$ cat config.mk
export PLATFORM = sky130hd
export DESIGN_NAME = haptic_pattern_player
export DESIGN_NICKNAME = d
export VERILOG_FILES = /design/src/sv/hpp_pkg.sv /design/src/sv/hpp_front.sv /design/src/sv/hpp_cmdq.sv /design/src/sv/hpp_back.sv /design/src/sv/haptic_pattern_player.sv
export SDC_FILE = /design/constraint.sdc
export NUM_CORES = 1
export LEC_CHECK = 0
export BUFFER_PORTS_ARGS = -buffer_cell sky130_fd_sc_hd__buf_2
export CORE_UTILIZATION = 58
export CTS_CLUSTER_DIAMETER = 50
export DETAILED_ROUTE_END_ITERATION = 7
export PLACE_DENSITY_LB_ADDON = 0.3
export SETUP_SLACK_MARGIN = 0.1
export SYNTH_ARGS = -nofsm -noshare
export SYNTH_HDL_FRONTEND = slang
export SYNTH_HIERARCHICAL = 1
export SYNTH_SLANG_ARGS = --single-unit
$ cat constraint.sdc
create_clock -name clk -period 3.1 [get_ports clk]
set_input_delay 0.62 -clock clk [delete_from_list [all_inputs] [get_ports clk]]
set_output_delay 0.62 -clock clk [all_outputs]
set_load 0.05 [all_outputs]
$ cat src/sv/hpp_pkg.sv
// Package for the haptic pattern player: shared types, register indexes,
// reset values and the segment timing functions.
// No dependencies.
`timescale 1ns / 1ps
`default_nettype none

package hpp_pkg;

  localparam int QUEUE_DEPTH_DEF = 2;

  // Command queue between the front and the back.
  localparam int CMDQ_DEPTH = 2;
  localparam int CMDQ_AW    = 1;
  localparam int CMDQ_CW    = 2;

  localparam int CFG_AW = 5;
  localparam int CFG_DW = 32;
  localparam int MS_W   = 16;

  localparam logic [MS_W-1:0] TAP_MS_RST         = 16'd100;
  localparam logic [MS_W-1:0] LONG_MS_RST        = 16'd500;
  localparam logic [MS_W-1:0] ALERT_TAP_MS_RST   = 16'd150;
  localparam logic [MS_W-1:0] ALERT_FINAL_MS_RST = 16'd400;

  typedef enum logic [2:0] {
    REG_MOTOR_ENABLED  = 3'd0,
    REG_TAP_MS         = 3'd1,
    REG_LONG_MS        = 3'd2,
    REG_ALERT_TAP_MS   = 3'd3,
    REG_ALERT_FINAL_MS = 3'd4
  } reg_idx_e;

  typedef enum logic [1:0] {
    PAT_SHORT  = 2'd0,
    PAT_DOUBLE = 2'd1,
    PAT_LONG   = 2'd2,
    PAT_ALERT  = 2'd3
  } pat_e;

  localparam logic [2:0] ALERT_FINAL_SEG = 3'd4;

  typedef struct packed {
    logic            motor_enabled;
    logic [MS_W-1:0] tap_ms;
    logic [MS_W-1:0] long_ms;
    logic [MS_W-1:0] alert_tap_ms;
    logic [MS_W-1:0] alert_final_ms;
  } cfg_t;

  typedef struct packed {
    logic       is_play;
    logic [2:0] code;
  } cmd_t;

  function automatic logic [2:0] seg_total(pat_e pat);
    logic [2:0] n;
    case (pat)
      PAT_DOUBLE: n = 3'd3;
      PAT_ALERT:  n = 3'd5;
      default:    n = 3'd1;
    endcase
    return n;
  endfunction

  function automatic logic [MS_W-1:0] seg_length(cfg_t c, pat_e pat, logic [2:0] idx);
    logic [MS_W-1:0] len;
    case (pat)
      PAT_SHORT, PAT_DOUBLE: len = c.tap_ms;
      PAT_LONG:              len = c.long_ms;
      default:               len = (idx == ALERT_FINAL_SEG) ? c.alert_final_ms
                                                            : c.alert_tap_ms;
    endcase
    return len;
  endfunction

endpackage

`default_nettype wire

$ cat src/sv/hpp_front.sv
// Front stage of the haptic pattern player: registers each incoming item and
// classifies it into a play or tick command. Depends on hpp_pkg.
`timescale 1ns / 1ps
`default_nettype none

module hpp_front (
  input  wire logic        clk,
  input  wire logic        rst_n,
  input  wire logic        in_valid,
  output logic             in_ready,
  input  wire logic        in_req_type,
  input  wire logic [2:0]  in_pattern_code,
  output logic             cmd_valid,
  output hpp_pkg::cmd_t    cmd,
  input  wire logic        cmd_ready
);
  import hpp_pkg::*;

  logic vld_r, vld_nxt;
  cmd_t cmd_r;

  assign in_ready  = !vld_r || cmd_ready;
  assign cmd_valid = vld_r;
  assign cmd       = cmd_r;

  always_comb begin
    vld_nxt = vld_r;
    if (in_ready) begin
      vld_nxt = in_valid;
    end
  end

  always_ff @(posedge clk) begin
    if (!rst_n) begin
      vld_r <= 1'b0;
    end else begin
      vld_r <= vld_nxt;
    end
  end

  // Ticks carry no code; clear it so the back sees a clean command.
  always_ff @(posedge clk) begin
    if (in_valid && in_ready) begin
      cmd_r.is_play <= in_req_type;
      cmd_r.code    <= in_req_type ? in_pattern_code : 3'd0;
    end
  end

endmodule

`default_nettype wire

$ cat src/sv/hpp_cmdq.sv
// Short command queue that decouples the front stage from the player.
// Depends on hpp_pkg.
`timescale 1ns / 1ps
`default_nettype none

module hpp_cmdq (
  input  wire logic          clk,
  input  wire logic          rst_n,
  input  wire logic          push_valid,
  output logic               push_ready,
  input  wire hpp_pkg::cmd_t push_cmd,
  output logic               pop_valid,
  input  wire logic          pop_ready,
  output hpp_pkg::cmd_t      pop_cmd
);
  import hpp_pkg::*;

  cmd_t               mem_r [CMDQ_DEPTH];
  logic [CMDQ_AW-1:0] wr_ptr_r, wr_ptr_nxt;
  logic [CMDQ_AW-1:0] rd_ptr_r, rd_ptr_nxt;
  logic [CMDQ_CW-1:0] cnt_r, cnt_nxt;
  logic               push, pop;

  assign push_ready = (cnt_r != CMDQ_CW'(CMDQ_DEPTH));
  assign pop_valid  = (cnt_r != '0);
  assign pop_cmd    = mem_r[rd_ptr_r];
  assign push       = push_valid && push_ready;
  assign pop        = pop_valid && pop_ready;

  always_comb begin
    wr_ptr_nxt = push ? CMDQ_AW'(wr_ptr_r + 1'b1) : wr_ptr_r;
    rd_ptr_nxt = pop  ? CMDQ_AW'(rd_ptr_r + 1'b1) : rd_ptr_r;
    cnt_nxt    = cnt_r;
    if (push && !pop) begin
      cnt_nxt = CMDQ_CW'(cnt_r + 1'b1);
    end else if (pop && !push) begin
      cnt_nxt = CMDQ_CW'(cnt_r - 1'b1);
    end
  end

  always_ff @(posedge clk) begin
    if (!rst_n) begin
      wr_ptr_r <= '0;
      rd_ptr_r <= '0;
      cnt_r    <= '0;
    end else begin
      wr_ptr_r <= wr_ptr_nxt;
      rd_ptr_r <= rd_ptr_nxt;
      cnt_r    <= cnt_nxt;
    end
  end

  always_ff @(posedge clk) begin
    if (push) begin
      mem_r[wr_ptr_r] <= push_cmd;
    end
  end

endmodule

`default_nettype wire

$ cat src/sv/hpp_back.sv
// Back stage of the haptic pattern player: request queue, segment sequencer
// and the registered result. Depends on hpp_pkg.
`timescale 1ns / 1ps
`default_nettype none

module hpp_back #(
  parameter int QUEUE_DEPTH = hpp_pkg::QUEUE_DEPTH_DEF
) (
  input  wire logic          clk,
  input  wire logic          rst_n,
  input  wire hpp_pkg::cfg_t cfg,
  input  wire logic          stop,
  input  wire logic          cmd_valid,
  output logic               cmd_ready,
  input  wire hpp_pkg::cmd_t cmd,
  output logic               out_valid,
  input  wire logic          out_ready,
  output logic               out_motor_drive,
  output logic               out_accepted,
  output logic               out_busy_res
);
  import hpp_pkg::*;

  localparam int CW = $clog2(QUEUE_DEPTH + 1);
  localparam int IW = (QUEUE_DEPTH > 1) ? $clog2(QUEUE_DEPTH) : 1;

  logic [2:0]      q_r [QUEUE_DEPTH];
  logic [2:0]      q_nxt [QUEUE_DEPTH];
  logic [CW-1:0]   cnt_r, cnt_nxt;
  logic            playing_r, playing_nxt;
  pat_e            pat_r, pat_nxt;
  logic [2:0]      seg_r, seg_nxt;
  logic [MS_W-1:0] ms_r, ms_nxt;
  logic            motor_r, motor_nxt;

  logic            out_valid_r, out_valid_nxt;
  logic            motor_drive_r, accepted_r, busy_r;
  logic            acc;
  logic            take;
  logic [2:0]      head;
  logic [2:0]      seg_inc;

  assign take      = cmd_valid && (!out_valid_r || out_ready);
  assign cmd_ready = take;
  assign head      = q_r[0];
  assign seg_inc   = 3'(seg_r + 3'd1);

  always_comb begin
    q_nxt       = q_r;
    cnt_nxt     = cnt_r;
    playing_nxt = playing_r;
    pat_nxt     = pat_r;
    seg_nxt     = seg_r;
    ms_nxt      = ms_r;
    motor_nxt   = motor_r;
    acc         = 1'b0;
    if (take) begin
      if (cmd.is_play) begin
        if (cfg.motor_enabled && (cnt_r < CW'(QUEUE_DEPTH))) begin
          q_nxt[cnt_r[IW-1:0]] = cmd.code;
          cnt_nxt              = CW'(cnt_r + 1'b1);
          acc                  = 1'b1;
        end
      end else if (!playing_r) begin
        // An idle player starts at most one queued request per tick.
        if (cnt_r != '0) begin
          for (int i = 0; i < QUEUE_DEPTH - 1; i++) begin
            q_nxt[i] = q_r[i+1];
          end
          cnt_nxt = CW'(cnt_r - 1'b1);
          if (!head[2]) begin
            pat_nxt     = pat_e'(head[1:0]);
            seg_nxt     = 3'd0;
            playing_nxt = 1'b1;
            ms_nxt      = seg_length(cfg, pat_e'(head[1:0]), 3'd0);
            motor_nxt   = 1'b1;
          end
        end
      end else if (ms_r > MS_W'(1)) begin
        ms_nxt = MS_W'(ms_r - 1'b1);
      end else if (seg_inc >= seg_total(pat_r)) begin
        playing_nxt = 1'b0;
        seg_nxt     = 3'd0;
        ms_nxt      = '0;
        motor_nxt   = 1'b0;
      end else begin
        seg_nxt   = seg_inc;
        ms_nxt    = seg_length(cfg, pat_r, seg_inc);
        motor_nxt = !seg_inc[0];
      end
    end
    out_valid_nxt = take || (out_valid_r && !out_ready);
  end

  always_ff @(posedge clk) begin
    if (!rst_n || stop) begin
      cnt_r     <= '0;
      playing_r <= 1'b0;
      pat_r     <= PAT_SHORT;
      seg_r     <= 3'd0;
      ms_r      <= '0;
      motor_r   <= 1'b0;
    end else begin
      cnt_r     <= cnt_nxt;
      playing_r <= playing_nxt;
      pat_r     <= pat_nxt;
      seg_r     <= seg_nxt;
      ms_r      <= ms_nxt;
      motor_r   <= motor_nxt;
    end
  end

  always_ff @(posedge clk) begin
    if (!rst_n) begin
      out_valid_r <= 1'b0;
    end else begin
      out_valid_r <= out_valid_nxt;
    end
  end

  always_ff @(posedge clk) begin
    q_r <= q_nxt;
    if (take) begin
      motor_drive_r <= cfg.motor_enabled && motor_nxt;
      accepted_r    <= acc;
      busy_r        <= cfg.motor_enabled && ((cnt_nxt != '0) || playing_nxt);
    end
  end

  assign out_valid       = out_valid_r;
  assign out_motor_drive = motor_drive_r;
  assign out_accepted    = accepted_r;
  assign out_busy_res    = busy_r;

endmodule

`default_nettype wire

$ cat src/sv/haptic_pattern_player.sv
// Haptic pattern player. A stream of items, each either a play request or a
// one-millisecond tick, drives a vibration motor through short, double, long
// and alert patterns; every item returns one result with the motor level, the
// request's acceptance and busy. The block takes one item per clock cycle
// while the output is not stalled; an item passes through the input
// register, the command queue and the result register. Timing registers
// must be written through the APB port only while idle; the block itself
// does not enforce this. Writing zero to motor_enabled flushes the queue and
// stops playback. Depends on hpp_pkg, hpp_front, hpp_cmdq and hpp_back.
`timescale 1ns / 1ps
`default_nettype none

module haptic_pattern_player #(
  parameter int QUEUE_DEPTH = hpp_pkg::QUEUE_DEPTH_DEF
) (
  input  wire logic                       clk,
  input  wire logic                       rst_n,
  input  wire logic                       in_valid,
  output logic                            in_ready,
  input  wire logic                       in_req_type,
  input  wire logic [2:0]                 in_pattern_code,
  output logic                            out_valid,
  input  wire logic                       out_ready,
  output logic                            out_motor_drive,
  output logic                            out_accepted,
  output logic                            out_busy_res,
  input  wire logic                       cfg_psel,
  input  wire logic                       cfg_penable,
  input  wire logic                       cfg_pwrite,
  input  wire logic [hpp_pkg::CFG_AW-1:0] cfg_paddr,
  input  wire logic [hpp_pkg::CFG_DW-1:0] cfg_pwdata,
  output logic      [hpp_pkg::CFG_DW-1:0] cfg_prdata,
  output logic                            cfg_pready
);
  import hpp_pkg::*;

  cfg_t     cfg_r, cfg_nxt;
  logic     wr_en;
  logic     stop;
  reg_idx_e idx;
  logic     f_valid, f_ready, b_valid, b_ready;
  cmd_t     f_cmd, b_cmd;

  assign cfg_pready = 1'b1;
  assign idx        = reg_idx_e'(cfg_paddr[CFG_AW-1:2]);
  assign wr_en      = cfg_psel && cfg_penable && cfg_pwrite && cfg_pready;
  assign stop       = wr_en && (idx == REG_MOTOR_ENABLED) && !cfg_pwdata[0];

  always_comb begin
    cfg_nxt = cfg_r;
    if (wr_en) begin
      unique case (idx)
        REG_MOTOR_ENABLED:  cfg_nxt.motor_enabled  = cfg_pwdata[0];
        REG_TAP_MS:         cfg_nxt.tap_ms         = cfg_pwdata[MS_W-1:0];
        REG_LONG_MS:        cfg_nxt.long_ms        = cfg_pwdata[MS_W-1:0];
        REG_ALERT_TAP_MS:   cfg_nxt.alert_tap_ms   = cfg_pwdata[MS_W-1:0];
        REG_ALERT_FINAL_MS: cfg_nxt.alert_final_ms = cfg_pwdata[MS_W-1:0];
        default:            cfg_nxt = cfg_r;
      endcase
    end
  end

  always_comb begin
    unique case (idx)
      REG_MOTOR_ENABLED:  cfg_prdata = CFG_DW'(cfg_r.motor_enabled);
      REG_TAP_MS:         cfg_prdata = CFG_DW'(cfg_r.tap_ms);
      REG_LONG_MS:        cfg_prdata = CFG_DW'(cfg_r.long_ms);
      REG_ALERT_TAP_MS:   cfg_prdata = CFG_DW'(cfg_r.alert_tap_ms);
      REG_ALERT_FINAL_MS: cfg_prdata = CFG_DW'(cfg_r.alert_final_ms);
      default:            cfg_prdata = '0;
    endcase
  end

  always_ff @(posedge clk) begin
    if (!rst_n) begin
      cfg_r.motor_enabled  <= 1'b1;
      cfg_r.tap_ms         <= TAP_MS_RST;
      cfg_r.long_ms        <= LONG_MS_RST;
      cfg_r.alert_tap_ms   <= ALERT_TAP_MS_RST;
      cfg_r.alert_final_ms <= ALERT_FINAL_MS_RST;
    end else begin
      cfg_r <= cfg_nxt;
    end
  end

  hpp_front u_front (
    .clk             (clk),
    .rst_n           (rst_n),
    .in_valid        (in_valid),
    .in_ready        (in_ready),
    .in_req_type     (in_req_type),
    .in_pattern_code (in_pattern_code),
    .cmd_valid       (f_valid),
    .cmd             (f_cmd),
    .cmd_ready       (f_ready)
  );

  hpp_cmdq u_cmdq (
    .clk        (clk),
    .rst_n      (rst_n),
    .push_valid (f_valid),
    .push_ready (f_ready),
    .push_cmd   (f_cmd),
    .pop_valid  (b_valid),
    .pop_ready  (b_ready),
    .pop_cmd    (b_cmd)
  );

  hpp_back #(
    .QUEUE_DEPTH (QUEUE_DEPTH)
  ) u_back (
    .clk             (clk),
    .rst_n           (rst_n),
    .cfg             (cfg_r),
    .stop            (stop),
    .cmd_valid       (b_valid),
    .cmd_ready       (b_ready),
    .cmd             (b_cmd),
    .out_valid       (out_valid),
    .out_ready       (out_ready),
    .out_motor_drive (out_motor_drive),
    .out_accepted    (out_accepted),
    .out_busy_res    (out_busy_res)
  );

endmodule

`default_nettype wire

==> flow_summary_export.csv, run 1 <==
group,metric,value,unit
outcome,status,"finished clean",
placed_design,place_congestion,0.947,
yosys,synthSimpleGateAreaFrac,0.172,
power_and_ir_drop,ir_drop,0.000545,V
route,vias,6080,
hold_path,min_path_cells,1,
critical_path,critPathLaunch,"cfg_paddr[2]",
route,vias_per_cell,6.27,
cells_and_area,diodes,0,
route,drtIter0Drc,664,
sta,finalCritPeriodShare,0.863,
sta,setup_tns,0,ps
die,io_pins,86,
die,die_w,109,um
yosys,synth-edff-count,21,
cells_and_area,layout-drive-gt1-share,0.188,
yosys,syn-cell-area,6670,um^2
cts,clk_pin_slew,50,ps
yosys,postSynthCellCount,755,
job,max-cap-violations,0,
yosys,synthAdderAreaFrac,0.0188,
die,die_area,11900,um^2
critical_path,path_max_fanout,13,
global_route,overflow,0,
hold_path,hp-class,"in -> reg",
hold_path,whs_endpoint,"u_front/cmd[3]",
die,rows,38,
sta,period_needed,2670,ps
yosys,yosys_warnings,6,
cells_and_area,syn_to_final_growth,15.3,%
sta,worstMarginPinSlew,852,ps
yosys,ys_types,68,
global_route,grt_pass1_wl,30.0,mm
route,drt-pass1-iter-count,6,
critical_path,rr_endpoint,"u_back/out_busy_res",
yosys,ys.flop_type,"dfxtp_1",
global_route,antenna_found_initial,0,
critical_path,start_kind,"input pin",
die,start_util,0.605,
cts,cts.path.max_buffers,2,
route,route.detailed.drc,0,
sta,hold_ws,424,ps
cts,cts_tree,"done",
yosys,synth_compound_area_frac,0.177,
die,fp.dieH,109,um
placed_design,port_buffers,50,
power_and_ir_drop,p_leak,3.41,nW
critical_path,worstPathArrival,2050,ps
sta,slew_viol_final,0,
die,coreArea,11000,um^2
cts,cts_hold_buf,0,
sta,slew_headroom,0.432,
cts,cts_resized,0,
yosys,synth.area.mux_share,0.165,
critical_path,crit_required,2480,ps
critical_path,r2r_slack,520,ps
power_and_ir_drop,p_per_area,682,nW/um^2
critical_path,crit_type,"in -> out",
placed_design,dpl.hpwl,13.0,mm
yosys,synth-xor-area-share,0.0131,
cts,htreeDepth,4,
sta,max_freq,0.374,GHz
route,wirelength,18.9,mm
critical_path,crit_path_end_kind,"output pin",
cts,root_buffer,"clkbuf_16",
yosys,ys_ff_latch,118,
sta,finClkSkew,6.76,ps
sta,setup_viol,0,
route,drt.antenna.violating_nets,0,
yosys,synth_top_family_by_area,"compound AO/OA/AOI/OAI gates",
cells_and_area,layout.nets,874,
critical_path,rr_startpoint,"u_back/seg_r[0]",
cells_and_area,post-route-util,0.697,
yosys,postSynthAreaPerCell,8.83,um^2
sta,finalHoldViolCount,0,
sta,rsz0062_at_grt,"false",
route,drt-wirelength-per-cell,19.5,um
yosys,async_reset_ff_frac,0,
critical_path,ff2ff_path_depth,9,
cts,cts_made_buffers,17,
yosys,yosysSeqAreaShare,0.386,
global_route,grt_max_degree,54,
global_route,grt_use_total,0.336,
global_route,grt_pass1_vias,6021,
cts,post_cts_buffers,0,
cts,clk_latency,420,ps
hold_path,min_from,"in_req_type",
cts,clkSinkCount,118,
metrics by stage:
step / power, mW / instance area, um^2 / setup WS, ps / cells
final: 5.24 / 7690 / 425 / 969
after CTS: 5.22 / 7690 / 479 / 969
after detailed placement: 3.23 / 7090 / 485 / 937
after global placement: 3.17 / 7090 / 554 / 937
after floorplan: 2.87 / 6730 / 326 / 770
after global routing: 5.44 / 7690 / 388 / 969
Yosys cell counts, drive strengths merged, types with 4 or more instances:
cell type,number,area share
nand2,108,0.061
or3,5,0.0054
ha,10,0.019
a211oi,6,0.0068
nor2b,11,0.010
dfxtp,97,0.29
nor3b,4,0.0053
nand2b,6,0.0079
nor2,40,0.023
o311ai,6,0.0079
o21ai,73,0.055
nor3,8,0.0060
inv,22,0.012
xor2,8,0.011
mux2,21,0.035
o22ai,9,0.0084
or2,7,0.0066
nand3,8,0.0060
o2bb2ai,4,0.0053
buf,36,0.039
o211ai,11,0.012
nor4,5,0.0056
and3,6,0.0056
edfxtp,21,0.095
mux2i,86,0.13
a22oi,23,0.026
clkbuf,27,0.015
a21oi,39,0.029
and2,8,0.0079
worst max-delay path, cell delays in order:
cell	delay (ps)
buf_2	240
buf_4	290
mux2_2	360
a22oi_1	160
o21ai_0	140
buf_2	240
cell type report:
class / count / area (um^2)
Inverter: 23 / 86.3
Fill cell: 850 / 3340
Multi-Input combinational cell: 566 / 3700
Sequential cell: 118 / 2570
Tap cell: 140 / 175
Clock buffer: 22 / 474
Clock inverter: 10 / 128
Timing Repair Buffer: 90 / 551
layer usage:
| metal | global-route usage | wire length, um |
|---|---|---|
| met5 | 0 | 0 |
| met4 | 0.138 | 478 |
| met3 | 0.0795 | 1570 |
| met2 | 0.547 | 9050 |
| met1 | 0.426 | 7760 |
cells in the final DEF (no fill, tap or decap), types with 5 or more instances in the layout:
cell type	netlist	routed
dfxtp_1	97	97
conb_1	2	17
nand2_1	108	108
nand3_1	8	8
ha_1	10	10
o21ai_0	66	63
a22oi_1	23	23
edfxtp_1	21	21
a211oi_1	6	6
o22ai_1	9	9
mux2_2	21	21
nor2_1	40	40
and2_1	7	7
clkbuf_16	0	17
buf_2	8	50
and3_1	6	6
inv_1	22	22
o21ai_1	7	10
nor3_1	8	8
buf_4	18	40
xor2_1	8	8
clkinv_2	0	6
o311ai_0	5	5
o211ai_1	11	11
nor2b_1	11	11
a21oi_1	39	39
mux2i_1	86	86
power by group:
part           internal, mW  switching, mW  leakage [nW]
registers              1.72          0.124         0.982
clock network          1.32          0.677         0.299
logic                 0.496          0.913          2.13
total                  3.53           1.71          3.41
state kept, by name, indices dropped and copies added (netlist names), named ones only:
name                    count
cfg_r                      65
u_back/cnt_r                2
u_back/head                 3
u_back/motor_r              1
u_back/ms_r                16
u_back/out_accepted         1
u_back/out_busy_res         1
u_back/out_motor_drive      1
u_back/out_valid            1
u_back/pat_r                2
u_back/playing_r            1
u_back/q_r                  3
u_back/seg_r                3
u_cmdq/cnt_r                2
u_cmdq/mem_r                8
u_cmdq/rd_ptr_r             1
u_cmdq/wr_ptr_r             1
u_front/cmd                 4
u_front/cmd_valid           1
cell families (layout without fill, tap and decap cells):
| kind of cell | after synthesis | count (layout) |
|---|---|---|
| and+or+nand+nor | 230 | 230 |
| AOI/OAI and AO/OA | 192 | 192 |
| DFF | 118 | 118 |
| muxes | 107 | 107 |
| buffers and inverters | 86 | 145 |
| adders and majority gates | 10 | 10 |
| xor gates and xnor gates | 10 | 10 |
| other | 2 | 17 |
how the worst max path moves through the flow:
stage	cells past startpoint	end
finish	6	cfg_prdata[9]
global route	9	u_back/out_busy_res
CTS	6	cfg_prdata[9]
detailed placement	6	cfg_prdata[9]
global placement	6	cfg_prdata[12]
floorplan	4	cfg_prdata[3]
No activity file was read; power rests on OpenSTA's default activity.
==> inputs of run 2 (changes only) <==
CELL_PAD_IN_SITES_DETAIL_PLACEMENT = 0   (was not set)
CELL_PAD_IN_SITES_GLOBAL_PLACEMENT = 1   (was not set)
CORE_UTILIZATION = 40   (was 58)
PLACE_DENSITY = 0.86   (was not set)
PLACE_DENSITY_LB_ADDON = not set   (was 0.3)
clock period = 2.2 ns   (was 3.1 ns; I/O delays follow)
==> flow_summary_export.csv, run 2 (same netlist as run 1, synthesis figures left out) <==
group,metric,value,unit
critical_path,critPathSlowestCell,"or4_4",
route,drt-wirelength-per-cell,17.4,um
power_and_ir_drop,p_per_area,950,nW/um^2
placed_design,place_ws,-113,ps
critical_path,r2r_slack,-100,ps
hold_path,min_from,"in_req_type",
sta,finalHoldViolCount,0,
critical_path,rr_startpoint,"u_back/ms_r[2]",
cells_and_area,syn_to_final_growth,27.9,%
die,die_area,17200,um^2
global_route,antenna_found_initial,0,
outcome,violations,"negative setup slack",
die,fp.dieH,131,um
sta,max_freq,0.434,GHz
critical_path,path_cells,"or4_4 > or3_4 > nor2_4 > or4b_4 > a21boi_2 > a31oi_1",
route,vias_per_cell,5.48,
sta,slew_headroom,0.427,
sta,setup_tns,-683,ps
route,drtIter0Drc,402,
route,route.detailed.drc,0,
cts,htreeDepth,4,
global_route,grt_pass1_wl,30.3,mm
cts,cts_made_buffers,17,
cts,cts_tree,"done",
power_and_ir_drop,finalPower,8.10,mW
sta,setup_viol,14,
cts,clk_latency,430,ps
sta,finClkSkew,8.89,ps
cells_and_area,layout_commonest_cell,"nand2_1",
job,max-cap-violations,0,
route,wirelength,19.1,mm
critical_path,start_kind,"register",
sta,worstMarginPinSlew,857,ps
sta,slew_viol_final,0,
global_route,grt_pass1_vias,5881,
outcome,status,"complete, but fails checks",
power_and_ir_drop,p_leak,3.77,nW
critical_path,crit_type,"reg -> reg",
cells_and_area,multi_input_area,3830,um^2
cts,cts.path.max_buffers,2,
sta,setup_slack,-104,ps
die,rows,46,
cells_and_area,final-seq-area,2580,um^2
die,start_util,0.415,
cts,root_buffer,"clkbuf_16",
cells_and_area,fillers,1437,
sta,finalCritPeriodShare,1.05,
cells_and_area,largest_reg_flops,65,
route,drt.antenna.violating_nets,0,
critical_path,path_max_fanout,2,
cts,clkSinkCount,118,
critical_path,crit_path_end_kind,"register",
route,vias,6016,
cells_and_area,layout.nets,927,
sta,rsz0062_at_grt,"true",
hold_path,hp-class,"in -> reg",
cells_and_area,reg.largest.list,"cfg_r (65), u_back/ms_r (16), u_cmdq/mem_r (8)",
power_and_ir_drop,ir_drop,0.000502,V
critical_path,slowest_delay,530,ps
placed_design,place_congestion,0.904,
placed_design,dpl.hpwl,13.3,mm
critical_path,worstPathArrival,2460,ps
cts,clk_pin_slew,60,ps
cells_and_area,post-route-util,0.531,
die,io_pins,86,
placed_design,port_buffers,50,
cells_and_area,diodes,0,
sta,period_needed,2300,ps
die,die_w,131,um
cells_and_area,mostFrequentLayoutCells,"nand2_1 (106), dfxtp_1 (93), mux2i_1 (86)",
route,drt-pass1-iter-count,5,
die,coreArea,16100,um^2
global_route,grt_max_degree,89,
cells_and_area,top_register,"cfg_r",
cells_and_area,layout-drive-gt1-share,0.274,
global_route,overflow,0,
global_route,grt_use_total,0.223,
critical_path,crit_required,2360,ps
critical_path,critPathLaunch,"u_back/ms_r[2]",
run 2: area by class of cell:
cell class,count,area share
Clock buffer,21,0.0616
Multi-Input combinational cell,566,0.449
Inverter,23,0.0101
Sequential cell,118,0.302
Clock inverter,11,0.0180
Timing Repair Buffer,143,0.127
Tap cell,216,0.0317
run 2: through the flow:
step | cells | instance area (um^2) | hold slack (ps)
floorplan | 770 | 6780 | 421
global placement | 1059 | 7640 | 424
detailed placement | 1059 | 7640 | 431
CTS | 1091 | 8340 | 211
global route | 1098 | 8530 | 215
finish | 1098 | 8530 | 221
run 2: power breakdown:
group          internal, mW  switching, mW  total, mW
combinational          1.01           1.41       2.42
sequential             2.42          0.127       2.55
clock                  2.06           1.07       3.13
total                  5.49           2.61       8.10
run 2: repair_timing:
item | in CTS | in global routing
pin swaps | 3 | 9
setup endpoints to repair | 24 | 38
gates cloned | 0 | 1
setup buffers | 0 | 6
hold buffers | 0 | 0
gates resized for setup | 12 | 36
run 2: final timing paths:
| kind | depth (start not counted) | to |
|---|---|---|
| worst max-delay path | 6 | u_back/out_busy_res |
| worst min-delay path | 1 | u_front/cmd[3] |
| worst max register to register | 6 | u_back/out_busy_res |
| worst min register to register | 0 | u_cmdq/mem_r[0][0] |
run 2: routing by layer:
| metal | part of all wire | track usage | up-vias | routed length, um |
|---|---|---|---|---|
| li1 | - | - | 2915 | - |
| met1 | 0.45 | 0.281 | 2849 | 8560 |
| met2 | 0.47 | 0.367 | 213 | 8990 |
| met3 | 0.055 | 0.0467 | 39 | 1060 |
| met4 | 0.024 | 0.0954 | 0 | 462 |
| met5 | 0 | 0 | - | 0 |
run 2: critical path, delay by kind of cell, from the launching register on:
| kind | cells | cell delay [ps] |
|---|---|---|
| DFF | 1 | 320 |
| AOI/OAI and AO/OA | 2 | 260 |
| and+or+nand+nor | 4 | 1450 |
==> inputs of run 3 (changes only) <==
SETUP_SLACK_MARGIN = 0.15   (was 0.1)
==> flow_summary_export.csv, run 3 (same netlist as run 1, synthesis figures left out) <==
group,metric,value,unit
sta,setup_slack,-119,ps
die,start_util,0.415,
route,vias,6032,
cts,htreeDepth,4,
outcome,violations,"negative setup slack",
critical_path,path_cells,"or4_4 > or3_4 > nor2_4 > or4b_4 > a21boi_4 > a31oi_1",
power_and_ir_drop,p_seq_frac,0.327,
sta,setup_viol,9,
cells_and_area,top_register,"cfg_r",
sta,finalHoldViolCount,0,
global_route,grt_max_degree,89,
cts,cts_hold_buf,0,
critical_path,critPathSlowestCell,"or4_4",
critical_path,crit_required,2360,ps
cells_and_area,layout.nets,929,
power_and_ir_drop,combPwrFrac,0.316,
route,drt-wirelength-per-cell,17.5,um
critical_path,worstPathArrival,2480,ps
sta,period_needed,2320,ps
sta,worstMarginPinSlew,909,ps
power_and_ir_drop,p_sw,2.57,mW
hold_path,whs_endpoint,"u_front/cmd[3]",
placed_design,port_buffers,50,
job,max-cap-violations,0,
critical_path,ff2ff_path_depth,6,
placed_design,dp.cells,1058,
critical_path,start_kind,"register",
die,die_area,17200,um^2
route,route.detailed.drc,0,
global_route,grt_pass1_vias,5806,
power_and_ir_drop,p_sw_frac,0.326,
cts,root_buffer,"clkbuf_16",
route,drt-pass1-iter-count,5,
global_route,overflow,0,
cells_and_area,final_cells,1100,
route,drtIter0Drc,361,
cells_and_area,reg.largest.list,"cfg_r (65), u_back/ms_r (16), u_cmdq/mem_r (8)",
die,io_pins,86,
power_and_ir_drop,internal-power,5.31,mW
cells_and_area,layout_commonest_cell,"nand2_1",
hold_path,min_path_cells,1,
critical_path,crit_type,"reg -> reg",
power_and_ir_drop,p_per_area,916,nW/um^2
sta,hold_ws,223,ps
sta,finClkSkew,8.72,ps
hold_path,min_from,"in_req_type",
cells_and_area,post-route-util,0.536,
cts,cts.path.max_buffers,2,
placed_design,place_congestion,0.894,
cells_and_area,syn_to_final_growth,29.0,%
placed_design,place_area,7630,um^2
cts,clk_latency,420,ps
die,rows,46,
placed_design,place_ws,-151,ps
critical_path,rr_startpoint,"u_back/ms_r[2]",
route,drt.antenna.violating_nets,0,
global_route,antenna_found_initial,0,
cts,cts_made_buffers,17,
critical_path,r2r_slack,-120,ps
cts,cts_tree,"done",
sta,slew_viol_final,0,
power_and_ir_drop,power.share.clock,0.358,
critical_path,slowest_delay,530,ps
hold_path,hp-class,"in -> reg",
global_route,grt_use_total,0.223,
sta,setup_tns,-388,ps
cells_and_area,fillers,1415,
sta,max_freq,0.431,GHz
cts,clk_pin_slew,50,ps
die,die_w,131,um
critical_path,rr_endpoint,"u_back/out_busy_res",
placed_design,dpl.hpwl,13.3,mm
cells_and_area,largest_reg_flops,65,
route,wirelength,19.3,mm
power_and_ir_drop,finalPower,7.88,mW
die,fp.dieH,131,um
outcome,status,"complete, but fails checks",
route,vias_per_cell,5.48,
cells_and_area,design_area,8600,um^2
die,coreArea,16100,um^2
cts,clkSinkCount,118,
sta,slew_headroom,0.392,
cells_and_area,mostFrequentLayoutCells,"nand2_1 (104), buf_4 (92), dfxtp_1 (90)",
power_and_ir_drop,p_leak,3.78,nW
critical_path,path_max_fanout,2,
sta,finalCritPeriodShare,1.05,
power_and_ir_drop,ir_drop,0.000668,V
cells_and_area,layout-drive-gt1-share,0.305,
global_route,grt_pass1_wl,30.3,mm
cells_and_area,diodes,0,
sta,rsz0062_at_grt,"true",
critical_path,crit_path_end_kind,"register",
-- run 3: cell count changes in the layout (fill, tap and decap cells not counted), moves of 4 or more --
cell,previous run,this run
a21oi_1,39,28
a21oi_2,0,11
buf_4,84,92
a22oi_1,21,15
a22oi_2,2,8
o21ai_0,50,44
clkbuf_16,22,17
clkbuf_4,9,4
clkbuf_1,0,4
o21ai_1,14,18
-- run 3: area by class of cell --
cell class	instances	area (um^2)	area share
clock buffer	23	468	0.0544
clock inverter	9	126	0.0147
inverter	23	86.3	0.0100
multi-input combinational	566	3970	0.461
sequential	118	2580	0.300
tap	216	270	0.0314
timing repair buffer	145	1100	0.128
-- run 3: power groups by stage --
stage / Sequential (mW) / Clock, mW / Combinational (mW)
after floorplan: 2.70 / 0 / 1.37
after global placement: 2.60 / 0 / 2.22
after detailed placement: 2.61 / 0 / 2.23
after CTS: 2.57 / 2.83 / 2.33
after global routing: 2.60 / 2.94 / 2.68
final: 2.57 / 2.82 / 2.49
-- run 3: critical path: cells and delay by family, from the launching register on --
family | cells | cell delay, ps
AOI/OAI and AO/OA | 2 | 250
DFF | 1 | 310
and+or+nand+nor | 4 | 1500
-- run 3: how the worst max path moves through the flow --
stage | startpoint | endpoint | slack, ps | cells past startpoint
2_1_floorplan | cfg_paddr[3] | cfg_prdata[11] | -70 | 4
3_3_place_gp | u_back/seg_r[0] | u_back/out_busy_res | -100 | 8
3_5_place_dp | u_back/ms_r[2] | u_back/out_busy_res | -150 | 6
4_1_cts | u_back/ms_r[2] | u_back/out_busy_res | -100 | 6
5_1_grt | u_back/ms_r[2] | u_back/out_busy_res | -160 | 6
6_report | u_back/ms_r[2] | u_back/out_busy_res | -120 | 6
-- run 3: what timing repair did --
action,4_1_cts,5_1_grt
endpoints found under the setup margin,26,38
gates cloned,1,0
gates resized for setup,36,67
buffers inserted,2,7
pin swaps,10,16
-- run 3: layer usage --
metal / track usage / vias to the layer above / part of all wire
li1: - / 2925 / -
met1: 0.288 / 2875 / 0.45
met5: 0 / - / 0
met4: 0.0967 / 0 / 0.026
met2: 0.361 / 193 / 0.48
met3: 0.0405 / 39 / 0.045
